## src/max_pool_2d_forward_macros.svh

```systemverilog
`ifndef MAX_POOL_2D_FORWARD_MACROS_SVH
`define MAX_POOL_2D_FORWARD_MACROS_SVH

// same-cycle implication, sampled on clk, off during rst
`define MP2D_ASSERT_SAME(label, ante, cons) \
  label: assert property (@(posedge clk) disable iff (rst) (ante) |-> (cons)) \
    else $error("max pool check failed");

// next-cycle implication, sampled on clk, off during rst
`define MP2D_ASSERT_NEXT(label, ante, cons) \
  label: assert property (@(posedge clk) disable iff (rst) (ante) |=> (cons)) \
    else $error("max pool check failed");

`endif

```

## src/mp2d_pkg.sv

```systemverilog
`default_nettype none

package mp2d_pkg;

  localparam int MAX_OUT_COLS_DEF = 512;
  localparam int SAMPLE_BITS_DEF  = 16;

  localparam int POOL_W     = 4;
  localparam int DIM_W      = 11;
  localparam int POS_W      = 10;
  localparam int REGION_W   = 3;
  localparam int CFG_IDX_W  = 2;
  localparam int CFG_DATA_W = 11;

  localparam logic [CFG_IDX_W-1:0] REG_POOL_SIZE = 2'd0;
  localparam logic [CFG_IDX_W-1:0] REG_IN_WIDTH  = 2'd1;
  localparam logic [CFG_IDX_W-1:0] REG_IN_HEIGHT = 2'd2;

  localparam logic [POOL_W-1:0] POOL_RESET = 4'd2;
  localparam logic [POOL_W-1:0] POOL_MAX   = 4'd8;
  localparam logic [DIM_W-1:0]  DIM_RESET  = 11'd28;
  localparam logic [DIM_W-1:0]  DIM_MAX    = 11'd1024;

  // per-sample line buffer request from the position tracker
  typedef struct packed {
    logic update;
    logic first;
    logic emit;
    logic last;
  } req_t;

  function automatic logic [POOL_W-1:0] clamp_pool(input logic [POOL_W-1:0] v);
    if (v == '0) begin
      return POOL_W'(1);
    end else if (v > POOL_MAX) begin
      return POOL_MAX;
    end else begin
      return v;
    end
  endfunction

  function automatic logic [DIM_W-1:0] clamp_dim(input logic [DIM_W-1:0] v);
    if (v == '0) begin
      return DIM_W'(1);
    end else if (v > DIM_MAX) begin
      return DIM_MAX;
    end else begin
      return v;
    end
  endfunction

endpackage

`default_nettype wire

```

## src/mp2d_pos.sv

```systemverilog
`default_nettype none

module mp2d_pos #(
  parameter int MAX_OUT_COLS = mp2d_pkg::MAX_OUT_COLS_DEF,
  localparam int AW  = (MAX_OUT_COLS > 1) ? $clog2(MAX_OUT_COLS) : 1,
  localparam int OCW = $clog2(MAX_OUT_COLS + 1)
) (
  input  wire logic                             clk,
  input  wire logic                             rst,
  input  wire logic                             wr_en,
  input  wire logic [mp2d_pkg::CFG_IDX_W-1:0]   wr_index,
  input  wire logic [mp2d_pkg::CFG_DATA_W-1:0]  wr_data,
  input  wire logic                             step,
  output mp2d_pkg::req_t                        req,
  output logic      [AW-1:0]                    idx
);

  import mp2d_pkg::*;

  localparam int CW = 12;

  logic [POOL_W-1:0]   pool_size;
  logic [DIM_W-1:0]    in_width;
  logic [DIM_W-1:0]    in_height;
  logic [POS_W-1:0]    col_pos;
  logic [POS_W-1:0]    row_pos;
  logic [REGION_W-1:0] col_in_region;
  logic [REGION_W-1:0] row_in_region;
  logic [OCW-1:0]      out_col;

  logic          cfg_hit;
  logic          col_full;
  logic          row_full;
  logic          kept;
  logic          col_last;
  logic          row_last;
  logic          col_wrap;
  logic          row_wrap;
  logic          last_col;
  logic          last_row;
  logic [OCW:0]  out_col_inc;

  always_comb begin
    cfg_hit  = wr_en && (wr_index == REG_POOL_SIZE || wr_index == REG_IN_WIDTH ||
                         wr_index == REG_IN_HEIGHT);
    col_full = (CW'(col_pos) + CW'(pool_size) - CW'(col_in_region) - CW'(1))
               < CW'(in_width);
    row_full = (CW'(row_pos) + CW'(pool_size) - CW'(row_in_region) - CW'(1))
               < CW'(in_height);
    kept     = out_col < OCW'(MAX_OUT_COLS);
    col_last = (CW'(col_in_region) + CW'(1)) >= CW'(pool_size);
    row_last = (CW'(row_in_region) + CW'(1)) >= CW'(pool_size);
    col_wrap = (CW'(col_pos) + CW'(1)) >= CW'(in_width);
    row_wrap = (CW'(row_pos) + CW'(1)) >= CW'(in_height);
    last_col = (out_col == OCW'(MAX_OUT_COLS - 1)) ||
               ((CW'(col_pos) + CW'(1) + CW'(pool_size)) > CW'(in_width));
    last_row = (CW'(row_pos) + CW'(1) + CW'(pool_size)) > CW'(in_height);
    out_col_inc = (OCW + 1)'(out_col) + (OCW + 1)'(1);

    req.update = col_full && row_full && kept;
    req.first  = (col_in_region == '0) && (row_in_region == '0);
    req.emit   = req.update && col_last && row_last;
    req.last   = last_col && last_row;
    idx        = out_col[AW-1:0];
  end

  always_ff @(posedge clk) begin
    if (rst) begin
      pool_size     <= POOL_RESET;
      in_width      <= DIM_RESET;
      in_height     <= DIM_RESET;
      col_pos       <= '0;
      row_pos       <= '0;
      col_in_region <= '0;
      row_in_region <= '0;
      out_col       <= '0;
    end else if (cfg_hit) begin
      unique case (wr_index)
        REG_POOL_SIZE: pool_size <= clamp_pool(wr_data[POOL_W-1:0]);
        REG_IN_WIDTH:  in_width  <= clamp_dim(wr_data[DIM_W-1:0]);
        REG_IN_HEIGHT: in_height <= clamp_dim(wr_data[DIM_W-1:0]);
        default: ;
      endcase
      col_pos       <= '0;
      row_pos       <= '0;
      col_in_region <= '0;
      row_in_region <= '0;
      out_col       <= '0;
    end else if (step) begin
      if (col_wrap) begin
        col_pos       <= '0;
        col_in_region <= '0;
        out_col       <= '0;
        if (row_wrap) begin
          row_pos       <= '0;
          row_in_region <= '0;
        end else begin
          row_pos <= row_pos + POS_W'(1);
          if (row_last) begin
            row_in_region <= '0;
          end else begin
            row_in_region <= row_in_region + REGION_W'(1);
          end
        end
      end else begin
        col_pos <= col_pos + POS_W'(1);
        if (col_last) begin
          col_in_region <= '0;
          if (out_col_inc < (OCW + 1)'(MAX_OUT_COLS)) begin
            out_col <= out_col_inc[OCW-1:0];
          end else begin
            out_col <= OCW'(MAX_OUT_COLS);
          end
        end else begin
          col_in_region <= col_in_region + REGION_W'(1);
        end
      end
    end
  end

endmodule

`default_nettype wire

```

## config.mk

```make
export PLATFORM = sky130hd
export DESIGN_NAME = mp2d_pos
export DESIGN_NICKNAME = d
export VERILOG_FILES = /design/src/max_pool_2d_forward_macros.svh /design/src/mp2d_pkg.sv /design/src/mp2d_pos.sv
export SDC_FILE = /design/constraint.sdc
export NUM_CORES = 1
export LEC_CHECK = 0
export BUFFER_PORTS_ARGS = -buffer_cell sky130_fd_sc_hd__buf_2
export CAP_MARGIN = 25
export CORE_MARGIN = 4
export CORE_UTILIZATION = 64
export CTS_CLUSTER_SIZE = 14
export DETAILED_ROUTE_END_ITERATION = 7
export PLACE_DENSITY = 0.82
export SETUP_SLACK_MARGIN = 0.3
export SYNTH_ARGS = -nofsm -noshare
export SYNTH_HDL_FRONTEND = slang
export SYNTH_SLANG_ARGS = --single-unit
```

## constraint.sdc

```tcl
create_clock -name clk -period 5.6 [get_ports clk]
set_input_delay 0.28 -clock clk [delete_from_list [all_inputs] [get_ports clk]]
set_output_delay 0.28 -clock clk [all_outputs]
set_load 0.05 [all_outputs]
```

Yosys cells after proc, flatten, opt, wreduce, memory -nomap -nowiden:

Cells that the tools add are included.

* register bits: 62
* bits of input ports: 17
* output and inout bits: 13
* logic and storage cells: 75

* add/sub/neg operators: 17
* $lt $le $gt $ge: 12
* equal/unequal tests: 3
* mux-type cells: 13
* reduce and logical (&&, ||, !) cells: 22

Operators with widths (number)
* $mux 10: 5
* $add 10x1->11 const B: 3
* $add 11x4->12: 2
* $ge 12x11->1: 2
* $gt 12x11->1: 2
* $lt 12x11->1: 2
* $sub 11x3->12: 2
* $sub 12x1->12 const B: 2
* $add 10x4->11: 2
* $mux 11: 2
* $add 10x1->10 const B: 2
* $mux 3: 4
* $gt 11x11->1 const B: 1
* $logic_not 11->1: 1
* $lt 11x10->1 const B: 1
* $eq 10x9->1 const B: 1
* $lt 10x10->1 const B: 1
* $reduce_and 2->1: 5
* $add 3x1->4 const B: 2
* $ge 4x4->1: 2
* $mux 4: 2
* $logic_and 1x1->1: 7
* $add 3x1->3 const B: 2
* $logic_not 3->1: 2
* 8 further kinds: 10

Longest topological paths before layout:

Gate-level depths: netlist of run 1.

* depth after elaboration: 8
* depth in mapped cells: 17
* mapped depth without buffers: 16

Least setup slack after synthesis of run 1:

No wires, ideal clock.

* path type: register to output
* start point: reg pool_size[2]
* end point: out req[1] in the netlist's numbering
* data arrival time: 6.619 ns
* required time: 5.320 ns
* slack: -1.299 ns
* stages on the path, launching flop included: 16
* buffers on the path: 0
* cells stage by stage: dfxtp_1 -> inv_1 -> fa_1 -> inv_1 -> ha_1 -> a21oi_1 -> nor2b_1 -> o31a_1 -> or4_1 -> a2111oi_0 -> nor3_1 -> ha_1 -> a2111oi_0 -> o21ai_1 -> a2111oi_0 -> and3_1

RTL lines
* start, declared: line mp2d_pos.sv:22 `logic [POOL_W-1:0] pool_size;`
* start signal, assigned: line mp2d_pos.sv:79 `REG_POOL_SIZE: pool_size <= clamp_pool(wr_data[POOL_W-1:0]);`
* end, declared: line mp2d_pos.sv:14 `output mp2d_pkg::req_t req,`

==> flow_metrics.py, run 1 <==
metrics = {
    "drt": {
        "dr.pass1.iters": 6,
        "wl_met1_mm": 6.99,
        "wl_per_cell_um": 17.2,
        "drc": 0,
        "drtIter0Drc": 533,
        "dr_wl_met3_um": 903,
        "ant_nets": 0,
        "vias": 6028,
        "drt-total-wl_mm": 16.7,
        "highest_layer": "met4",
        "wl_met2_mm": 8.02,
        "vias_per_cell": 6.21,
    },
    "synth": {
        "synth_cells": 822,
        "avgSynthCellArea_um2": 7.98,
        "synth_xor_area_share_pct": 6.65,
        "synth_top_family_by_area": "adder cells",
        "synth-simple-area-share_pct": 24.1,
        "synth_warnings": 0,
        "async_flop_share_pct": 0,
        "syn_area_um2": 6560,
        "synth-adder-area-share_pct": 26.1,
        "synth-compound-area-share_pct": 17.1,
        "synth_top_area_cell": "ha_1",
        "ys_types": 70,
        "synth-seq-cells": 62,
        "synth_mux_area_share_pct": 0.477,
        "synthFlopType": "dfxtp_1",
        "synthTopCellsByArea": "ha_1 (23%), dfxtp_1 (19%), a21oi_1 (4.8%)",
        "yosysSeqAreaShare_pct": 18.9,
        "yosysTopAreaCellShare_pct": 23.1,
        "synth_nets": 970,
        "synth_edf_count": 0,
    },
    "floorplanning": {
        "core_area_um2": 9860,
        "die_h_um": 109,
        "dieWidth_um": 109,
        "die-area_um2": 11900,
        "initial_core_util_pct": 66.5,
        "rows": 36,
        "ios": 30,
    },
    "critical_path": {
        "required_ps": 5320,
        "crit_path_start_kind": "register",
        "worst-endpoint-arrival_ps": 4840,
        "worst_setup_path_end_kind": "output pin",
        "worstPathMaxFanout": 4,
        "critPathKind": "register to output pin",
    },
    "timing": {
        "grt_setup_unrepaired": "no",
        "slew_viol_final": 0,
        "slew_headroom_pct": 31.1,
        "fin_tns_setup_ps": 0,
        "setup_viol_count_final": 0,
        "period_needed_ps": 5120,
        "fmaxAchievable_mhz": 195,
        "finClkSkew_ps": 9.60,
        "max_slew.worst_pin.slew_ps": 1030,
        "period_share_pct": 91.4,
        "hold_viol": 0,
    },
    "power_and_ir_drop": {
        "power.net_switching_mw": 0.357,
        "clkPwrFrac_pct": 39.3,
        "swShare_pct": 30.5,
        "pwr_density_cell_nw_per_um2": 168,
        "seq_power_share_pct": 39.0,
        "power.internal_mw": 0.813,
        "cellLeakagePower_nw": 3.17,
        "power_frac_comb_pct": 21.8,
        "ir_drop_v": 0.000112,
        "total_power_mw": 1.17,
    },
    "grt": {
        "antenna_found_initial": 0,
        "grt_start_max_net_pins": 31,
        "gr-total-overflow": 0,
        "grt_pass1_wl_mm": 27.2,
        "grt.total_usage_pct": 29.1,
        "grt_pass1_vias": 5775,
    },
    "clock_network": {
        "clk_pin_slew_ps": 80,
        "clock-sinks": 62,
        "cts_setup_buffers": 0,
        "cts_tree": "yes",
        "numCtsBuffers": 9,
        "htreeDepth": 3,
        "cts_hold_buf": 0,
        "clock_latency_ps": 370,
        "cts_root_buf": "clkbuf_8",
        "cts_max_path_buffers": 2,
    },
    "flow_run": {
        "maxCapViolations": 0,
    },
    "place": {
        "io_buffer_count": 29,
        "hpwlAfterDp_mm": 13.0,
        "gp_congestion": 0.885,
    },
    "finish": {
        "layout_commonest_cell": "ha_1",
        "final_util_pct": 70.7,
        "seq_area_um2": 1240,
        "multi_input_area_um2": 4910,
        "area.growth.synth_to_final_pct": 6.33,
        "drive_above_1_share_pct": 6.92,
        "final_cell_mix": "ha_1 (121), inv_1 (75), nand2_1 (75), a21oi_1 (63), dfxtp_1 (62)",
        "final_nets": 981,
        "antenna_cells": 0,
        "n_fill_cell": 809,
    },
    "outcome": {
        "outcome": "complete, no violations",
    },
    "worst_hold_path": {
        "hold_path.class": "input pin to register",
    },
}
power groups by stage:
stage	sequential, mW	combinational, mW	clock, mW
3_3_place_gp	0.466	0.237	0
4_1_cts	0.456	0.250	0.456
5_1_grt	0.457	0.283	0.479
6_report	0.456	0.255	0.459
2_1_floorplan	0.464	0.189	0
3_5_place_dp	0.466	0.247	0
routing by layer:
metal  vias to the layer above  track usage [%]
met2                       193             49.6
met1                      2832             34.7
met5                         -                0
li1                       2952                -
met3                        51             5.03
met4                         0             15.7
worst max-delay path, cell delays in order (launching register included):
cell and delay [ps]:
dfxtp_1 390, inv_1 170, fa_1 560, inv_1 70, ha_1 300, a21oi_1 150
nor2b_1 70, o31a_1 250, or4_1 460, a2111oi_1 370, nor3_1 100, ha_1 320
a2111oi_2 420, o21ai_1 170, a2111oi_4 240, and3_1 200, clkbuf_4 220
kinds of logic (layout without fill, tap and decap cells):
| logic type | after synthesis | in the layout |
|---|---|---|
| buffers and inverters | 106 | 122 |
| AND/OR/NAND/NOR | 305 | 305 |
| multiplexers | 3 | 3 |
| flip-flops | 62 | 62 |
| adder cells (fa/ha/maj) | 131 | 131 |
| AO/OA/AOI/OAI | 166 | 166 |
| XOR/XNOR | 49 | 49 |
area by class of cell:
class / count / area share, %
Timing Repair Buffer: 31 / 2.33
Inverter: 75 / 4.03
Sequential cell: 62 / 17.8
Multi-Input combinational cell: 654 / 70.4
Clock buffer: 12 / 2.08
Tap cell: 133 / 2.38
Clock inverter: 4 / 1.00
through the flow:
step	area [µm²]	setup WS, ps	hold WS, ps	std cells
after floorplan	6580	649	424	822
after global placement	6750	842	445	955
after detailed placement	6750	659	449	955
after CTS	6970	340	241	971
after global routing	6980	298	262	971
final	6980	484	250	971
registers in the layout, indices dropped and copies added (netlist names):
name,cells
row_pos,10
out_col,10
in_width,11
col_in_region,3
col_pos,10
row_in_region,3
pool_size,4
in_height,11
cells in the mapped netlist, drive strengths merged (13+ instances only):
master	instances
nand2	75
nor2	51
nor3	27
nand2b	20
nor2b	15
o21ai	18
buf	13
xnor2	36
nand4	20
dfxtp	62
ha	121
inv	75
nand3	48
clkbuf	18
a21oi	63
xor2	13
path summary, 6_finish.rpt:
kind,depth (start not counted),from,end,slack [ps]
max,16,pool_size[2]$_SDFFE_PP0P_,req[1],480
min,3,wr_data[3],pool_size[3]$_SDFFE_PP0P_,250
max reg2reg,11,col_pos[0]$_SDFFE_PP0P_,out_col[8]$_SDFFE_PP0P_,1750
min reg2reg,2,in_height[8]$_SDFFE_PP0P_,in_height[8]$_SDFFE_PP0P_,460
timing repair:
action / 4_1_cts / 5_1_grt
pin swaps: 0 / 0
endpoints found under the setup margin: 1 / 2
resized for setup: 1 / 3
No activity file was read; power rests on OpenSTA's default activity.
==> run 2, diff against run 1 <==
Settings changed: ABC_AREA set to 1.
==> run 2 against run 1 <==
Against the previous run:
- die area grew 2.7%
- global-route usage shrank 2.4 points
- sequential cell count is the same
- combinational power grew 20%
- area after synthesis grew 2.9%
- non-clock buffer count shrank 1
- maximum frequency grew 20%
==> flow_metrics.py, run 2 <==
metrics = {
    "outcome": {
        "outcome": "complete, no violations",
    },
    "finish": {
        "reg.largest.list": "in_height: 11 flops, in_width: 11 flops",
        "seq_area_um2": 1240,
        "multi_input_area_um2": 4770,
        "n_fill_cell": 917,
        "layout_commonest_cell": "nand2_1",
        "final_nets": 1158,
        "drive_above_1_share_pct": 7.68,
        "area.growth.synth_to_final_pct": 6.00,
        "antenna_cells": 0,
        "final_cell_mix": "nand2_1 (233), inv_1 (160), ha_1 (121), nor2_1 (89), a21oi_1 (80)",
        "instances_no_fill": 1151,
    },
    "critical_path": {
        "timing.rr.start": "col_pos[0]$_SDFFE_PP0P_",
        "worstPathBufferInverterCount": 3,
        "worst_setup_path_end_kind": "output pin",
        "critPathKind": "register to output pin",
        "required_ps": 5320,
        "r2r_end": "row_pos[0]$_SDFFE_PP0P_",
        "crit_path_start_kind": "register",
        "r2r_setup_slack_ps": 1890,
        "cpMostUsedCell": "nand2_1",
        "worst-endpoint-arrival_ps": 4000,
        "reg2regPathDepth": 14,
        "crit_family": "adder cells",
        "cpMaxStageDelayCell": "fa_1",
        "cp_cell_sequence": "inv_1 -> fa_1 -> inv_1 -> fa_1 -> nand3_1 -> nand2_1 -> a21oi_1 -> xor2_1 -> ha_1 -> nand2_1 -> nor2_1 -> nor3b_1 -> nand2_1 -> nand2_1 -> nand2_1 -> nand2_1 -> nand3_1 -> nor2_1 -> buf_2",
        "worstPathMaxFanout": 4,
        "slowest_delay_ps": 560,
    },
    "clock_network": {
        "numCtsBuffers": 9,
        "clock-sinks": 62,
        "cts_max_path_buffers": 2,
        "cts_tree": "yes",
        "clk_pin_slew_ps": 80,
        "clock_latency_ps": 360,
        "cts_hold_buf": 0,
        "cts.repair.resized": 0,
        "cts_root_buf": "clkbuf_8",
        "htreeDepth": 3,
        "cts_setup_buffers": 0,
    },
    "synth": {
        "yosysMostFrequentCell": "nand2_1",
        "yosysSeqAreaShare_pct": 18.4,
        "synthFlopType": "dfxtp_1",
        "synth-seq-cells": 62,
        "synth_nets": 1140,
        "synth_edf_count": 0,
        "avgSynthCellArea_um2": 6.81,
        "ys_top_cells_by_count": "nand2_1 (233), inv_1 (160), ha_1 (121)",
        "synth_warnings": 0,
        "ys_types": 41,
        "synthTopCellsByArea": "ha_1 (22%), dfxtp_1 (18%), nand2_1 (13%)",
        "async_flop_share_pct": 0,
        "synth_top_area_cell": "ha_1",
        "yosysTopAreaCellShare_pct": 22.4,
        "syn_area_um2": 6760,
        "synth_cells": 992,
    },
    "drt": {
        "dr.pass1.iters": 6,
        "vias_per_cell": 5.35,
        "drc": 0,
        "wl_per_cell_um": 13.8,
        "drt-total-wl_mm": 15.9,
        "drtIter0Drc": 400,
        "ant_nets": 0,
        "vias": 6163,
    },
    "grt": {
        "grt_pass1_wl_mm": 27.4,
        "antenna_found_initial": 0,
        "grt.total_usage_pct": 26.7,
        "gr-total-overflow": 0,
        "grt_pass1_vias": 5928,
        "grt_start_max_net_pins": 26,
    },
    "timing": {
        "period_needed_ps": 4280,
        "setup_viol_count_final": 0,
        "period_share_pct": 76.4,
        "finClkSkew_ps": 13.2,
        "slew_viol_final": 0,
        "fmaxAchievable_mhz": 234,
        "fin_tns_setup_ps": 0,
        "max_slew.worst_pin.slew_ps": 897,
        "hold_viol": 0,
        "slew_headroom_pct": 39.8,
        "grt_setup_unrepaired": "no",
    },
    "place": {
        "place_inst": 1135,
        "io_buffer_count": 29,
        "gp_congestion": 0.917,
        "hpwlAfterDp_mm": 12.8,
    },
    "floorplanning": {
        "dieWidth_um": 111,
        "ios": 30,
        "initial_core_util_pct": 65.4,
        "core_area_um2": 10300,
        "die_h_um": 111,
        "die-area_um2": 12300,
        "rows": 37,
    },
    "flow_run": {
        "maxCapViolations": 0,
    },
    "power_and_ir_drop": {
        "ir_drop_v": 0.000140,
        "total_power_mw": 1.19,
        "cellLeakagePower_nw": 3.98,
        "pwr_density_cell_nw_per_um2": 167,
    },
    "worst_hold_path": {
        "hp-start": "wr_data[9]",
        "hold_end": "in_width[9]$_SDFFE_PP0P_",
        "hold_depth": 3,
        "hold_path.class": "input pin to register",
    },
}
## run 2: cell types whose count changed in the layout (fill, tap and decap cells not counted), sizes merged, moves of 10 or more
| cell | previous run | this run |
|---|---|---|
| a21oi | 63 | 81 |
| and3 | 10 | 0 |
| inv | 75 | 164 |
| nand2 | 75 | 240 |
| nand2b | 20 | 0 |
| nor2 | 51 | 100 |
| nor2b | 15 | 0 |
| nor3 | 27 | 10 |
| o21ai | 18 | 33 |
| xnor2 | 36 | 13 |
| xor2 | 13 | 36 |
## run 2: where the power goes
group / leakage (nW) / switching (mW) / total (mW) / internal, mW
registers: 0.504 / 0.0147 / 0.470 / 0.455
clock network: 0.0951 / 0.199 / 0.418 / 0.220
logic: 3.38 / 0.198 / 0.305 / 0.107
## run 2: worst max-delay path by stage
| stage | cells past startpoint | endpoint | from |
|---|---|---|---|
| after floorplan | 19 | req[1] | pool_size[2]$_SDFFE_PP0P_ |
| after global placement | 19 | req[1] | pool_size[2]$_SDFFE_PP0P_ |
| after detailed placement | 21 | req[0] | row_pos[0]$_SDFFE_PP0P_ |
| after CTS | 21 | req[0] | row_pos[0]$_SDFFE_PP0P_ |
| after global routing | 19 | req[1] | pool_size[2]$_SDFFE_PP0P_ |
| final | 19 | req[1] | pool_size[2]$_SDFFE_PP0P_ |
## run 2: area by class of cell
cell class | instances | area share, %
Multi-Input combinational cell | 743 | 66.7
Sequential cell | 62 | 17.3
Inverter | 164 | 8.60
Tap cell | 136 | 2.38
Timing Repair Buffer | 30 | 2.13
Clock buffer | 10 | 1.92
Clock inverter | 6 | 0.979
## run 2: metrics by stage
| step | setup slack, ps | instance area (µm²) | utilization, % | hold slack [ps] |
|---|---|---|---|---|
| after global placement | 1750 | 6950 | 67.3 | 478 |
| after global routing | 980 | 7160 | 69.4 | 212 |
| final | 1320 | 7160 | 69.4 | 207 |
| after floorplan | 1840 | 6760 | - | 410 |
| after CTS | 1320 | 7160 | 69.4 | 200 |
| after detailed placement | 1730 | 6950 | 67.3 | 480 |
## run 2: kinds of logic (layout without fill, tap and decap cells)
family | Yosys count | after routing | share of synthesized area [%]
compound gates | 138 | 138 | 11.3
xor+xnor | 49 | 49 | 7.08
fa+ha+maj | 131 | 131 | 25.4
buf+inv | 187 | 210 | 11.0
flops | 62 | 62 | 18.4
simple gates | 425 | 425 | 26.9
## run 2: metal layers
| metal | global-route usage [%] | up-vias | routed length, µm |
|---|---|---|---|
| li1 | - | 3211 | - |
| met1 | 34.7 | 2788 | 7380 |
| met2 | 45.7 | 133 | 7530 |
| met3 | 3.82 | 31 | 665 |
| met4 | 8.13 | 0 | 341 |
| met5 | 0 | - | 0 |
## run 2: worst register-to-register path, stage by stage (launching register included)
cell     delay [ps]
dfxtp_1         500
ha_1            250
nand3_1         130
xor2_1          370
inv_1           150
ha_1            310
nand2_1          50
nor2_1          150
and2_1          160
nand2_1          90
nand3_1         390
nand2_1         550
inv_1           260
nand2_1         100
a21oi_1         190
==> run 3, diff against run 2 <==
Clock period 5.6 ns to 4.4 ns, I/O delays scaled along.
==> run 3 against run 2 <==
Against the previous run:
- global-route usage increased by 0.094 points
- core utilization increased by 1.5 points
- highest routed layer unchanged
- sequential power increased by 27%
- largest cell class unchanged
- sequential cell count unchanged
- critical endpoint unchanged
- cell area increased by 2.1%
- combinational power increased by 30%
==> flow_metrics.py, run 3 (synthesis gave the netlist of run 2 again) <==
metrics = {
    "drt": {
        "drc": 0,
        "wl_per_cell_um": 13.8,
        "dr.pass1.iters": 5,
        "ant_nets": 0,
        "drtIter0Drc": 442,
        "drt-total-wl_mm": 16.0,
        "vias": 6141,
        "vias_per_cell": 5.31,
    },
    "finish": {
        "instances_no_fill": 1156,
        "layout_commonest_cell": "nand2_1",
        "multi_input_area_um2": 4860,
        "drive_above_1_share_pct": 11.0,
        "final_util_pct": 70.8,
        "final_cell_mix": "nand2_1 (233), inv_1 (157), ha_1 (117), nor2_1 (87), a21oi_1 (78)",
        "seq_area_um2": 1260,
        "n_fill_cell": 919,
        "antenna_cells": 0,
        "final_nets": 1163,
        "area.growth.synth_to_final_pct": 8.24,
        "reg.largest.list": "in_height: 11 flops, in_width: 11 flops",
    },
    "timing": {
        "slew_headroom_pct": 41.2,
        "hold_viol": 0,
        "fmaxAchievable_mhz": 257,
        "max_slew.worst_pin.slew_ps": 877,
        "period_needed_ps": 3890,
        "setup_viol_count_final": 0,
        "finClkSkew_ps": 18.2,
        "period_share_pct": 88.4,
        "whs_ps": 135,
        "fin_tns_setup_ps": 0,
        "grt_setup_unrepaired": "yes",
        "slew_viol_final": 0,
    },
    "place": {
        "hpwlAfterDp_mm": 12.7,
        "place_inst": 1140,
        "gp_congestion": 0.895,
        "io_buffer_count": 29,
    },
    "critical_path": {
        "worstPathMaxFanout": 4,
        "required_ps": 4180,
        "crit_path_start_kind": "register",
        "worst_setup_path_end_kind": "output pin",
        "worst-endpoint-arrival_ps": 3670,
        "critPathKind": "register to output pin",
    },
    "floorplanning": {
        "dieWidth_um": 111,
        "die_h_um": 111,
        "ios": 30,
        "die-area_um2": 12300,
        "initial_core_util_pct": 65.4,
        "rows": 37,
        "core_area_um2": 10300,
    },
    "grt": {
        "antenna_found_initial": 0,
        "grt_pass1_wl_mm": 27.4,
        "grt_pass1_vias": 5920,
        "grt_start_max_net_pins": 26,
        "gr-total-overflow": 0,
        "grt.total_usage_pct": 26.8,
    },
    "clock_network": {
        "cts_root_buf": "clkbuf_8",
        "cts_setup_buffers": 0,
        "numCtsBuffers": 9,
        "clk_pin_slew_ps": 80,
        "cts_hold_buf": 0,
        "clock-sinks": 62,
        "clock_latency_ps": 360,
        "cts_tree": "yes",
        "cts_max_path_buffers": 2,
        "htreeDepth": 3,
    },
    "power_and_ir_drop": {
        "ir_drop_v": 0.000170,
        "pwr_density_cell_nw_per_um2": 210,
        "cellLeakagePower_nw": 4.01,
    },
    "worst_hold_path": {
        "hold_path.class": "input pin to register",
    },
    "outcome": {
        "outcome": "complete, no violations",
    },
    "flow_run": {
        "maxCapViolations": 0,
    },
}
==> run 3: cell types whose count changed in the layout (fill, tap and decap cells not counted), sizes merged <==
cell and delta:
inv +2, buf +3, clkinvlp -1, clkbuf +1
==> run 3: repair_timing <==
action / 4_1_cts / 5_1_grt
setup endpoints to repair: 3 / 3
endpoints found under the hold margin: 0 / 0
gates resized for setup: 5 / 33
pin swaps: 0 / 2
==> run 3: final timing paths <==
| kind | start | endpoint | slack [ps] | depth (start not counted) |
|---|---|---|---|---|
| hold reg to reg | col_pos[9]$_SDFFE_PP0P_ | col_pos[9]$_SDFFE_PP0P_ | 490 | 2 |
| setup / recovery | pool_size[2]$_SDFFE_PP0P_ | req[1] | 510 | 20 |
| hold / removal | wr_data[4] | in_width[4]$_SDFFE_PP1P_ | 140 | 3 |
| setup reg to reg | col_pos[5]$_SDFFE_PP0P_ | row_pos[0]$_SDFFE_PP0P_ | 1250 | 18 |
==> run 3: metal layers <==
metal	GRT usage [%]	wire length (µm)	vias up
li1	-	-	3221
met1	35.4	7420	2747
met2	44.3	7440	136
met3	4.37	708	37
met4	9.11	412	0
met5	0	0	-
==> run 3: critical path: stages (launching register included) <==
cell and delay (ps):
dfxtp_4 380, inv_2 80, fa_1 540, inv_1 70
fa_2 410, nand3_1 80, nand2_1 100, a21oi_1 140
o21ai_0 110, xor2_1 160, ha_1 290, nand2_1 100
nor2_1 60, nor3_2 120, nand2_1 70, nand2_1 50
nand2_1 60, nand2_1 80, nand3_2 110, nor2_2 130
buf_6 160
==> run 3: layout make-up <==
type,instances,area share [%]
multi-input cells,743,66.5
well taps,136,2.33
inverters,164,8.42
flip-flops and latches,62,17.2
clock inverters,7,1.10
repair buffers,35,2.75
clock buffers,9,1.69
==> run 3: through the flow <==
step	worst slack [ps]	total power, mW	cell area [µm²]
after floorplan	700	0.902	6760
after global placement	666	0.983	6990
after detailed placement	621	0.992	6990
after CTS	324	1.54	7200
after global routing	276	1.64	7310
final	512	1.53	7310
==> run 3: report_power, final <==
group          internal (mW)  switching (mW)
clock                  0.268           0.270
sequential             0.579          0.0189
combinational          0.142           0.256
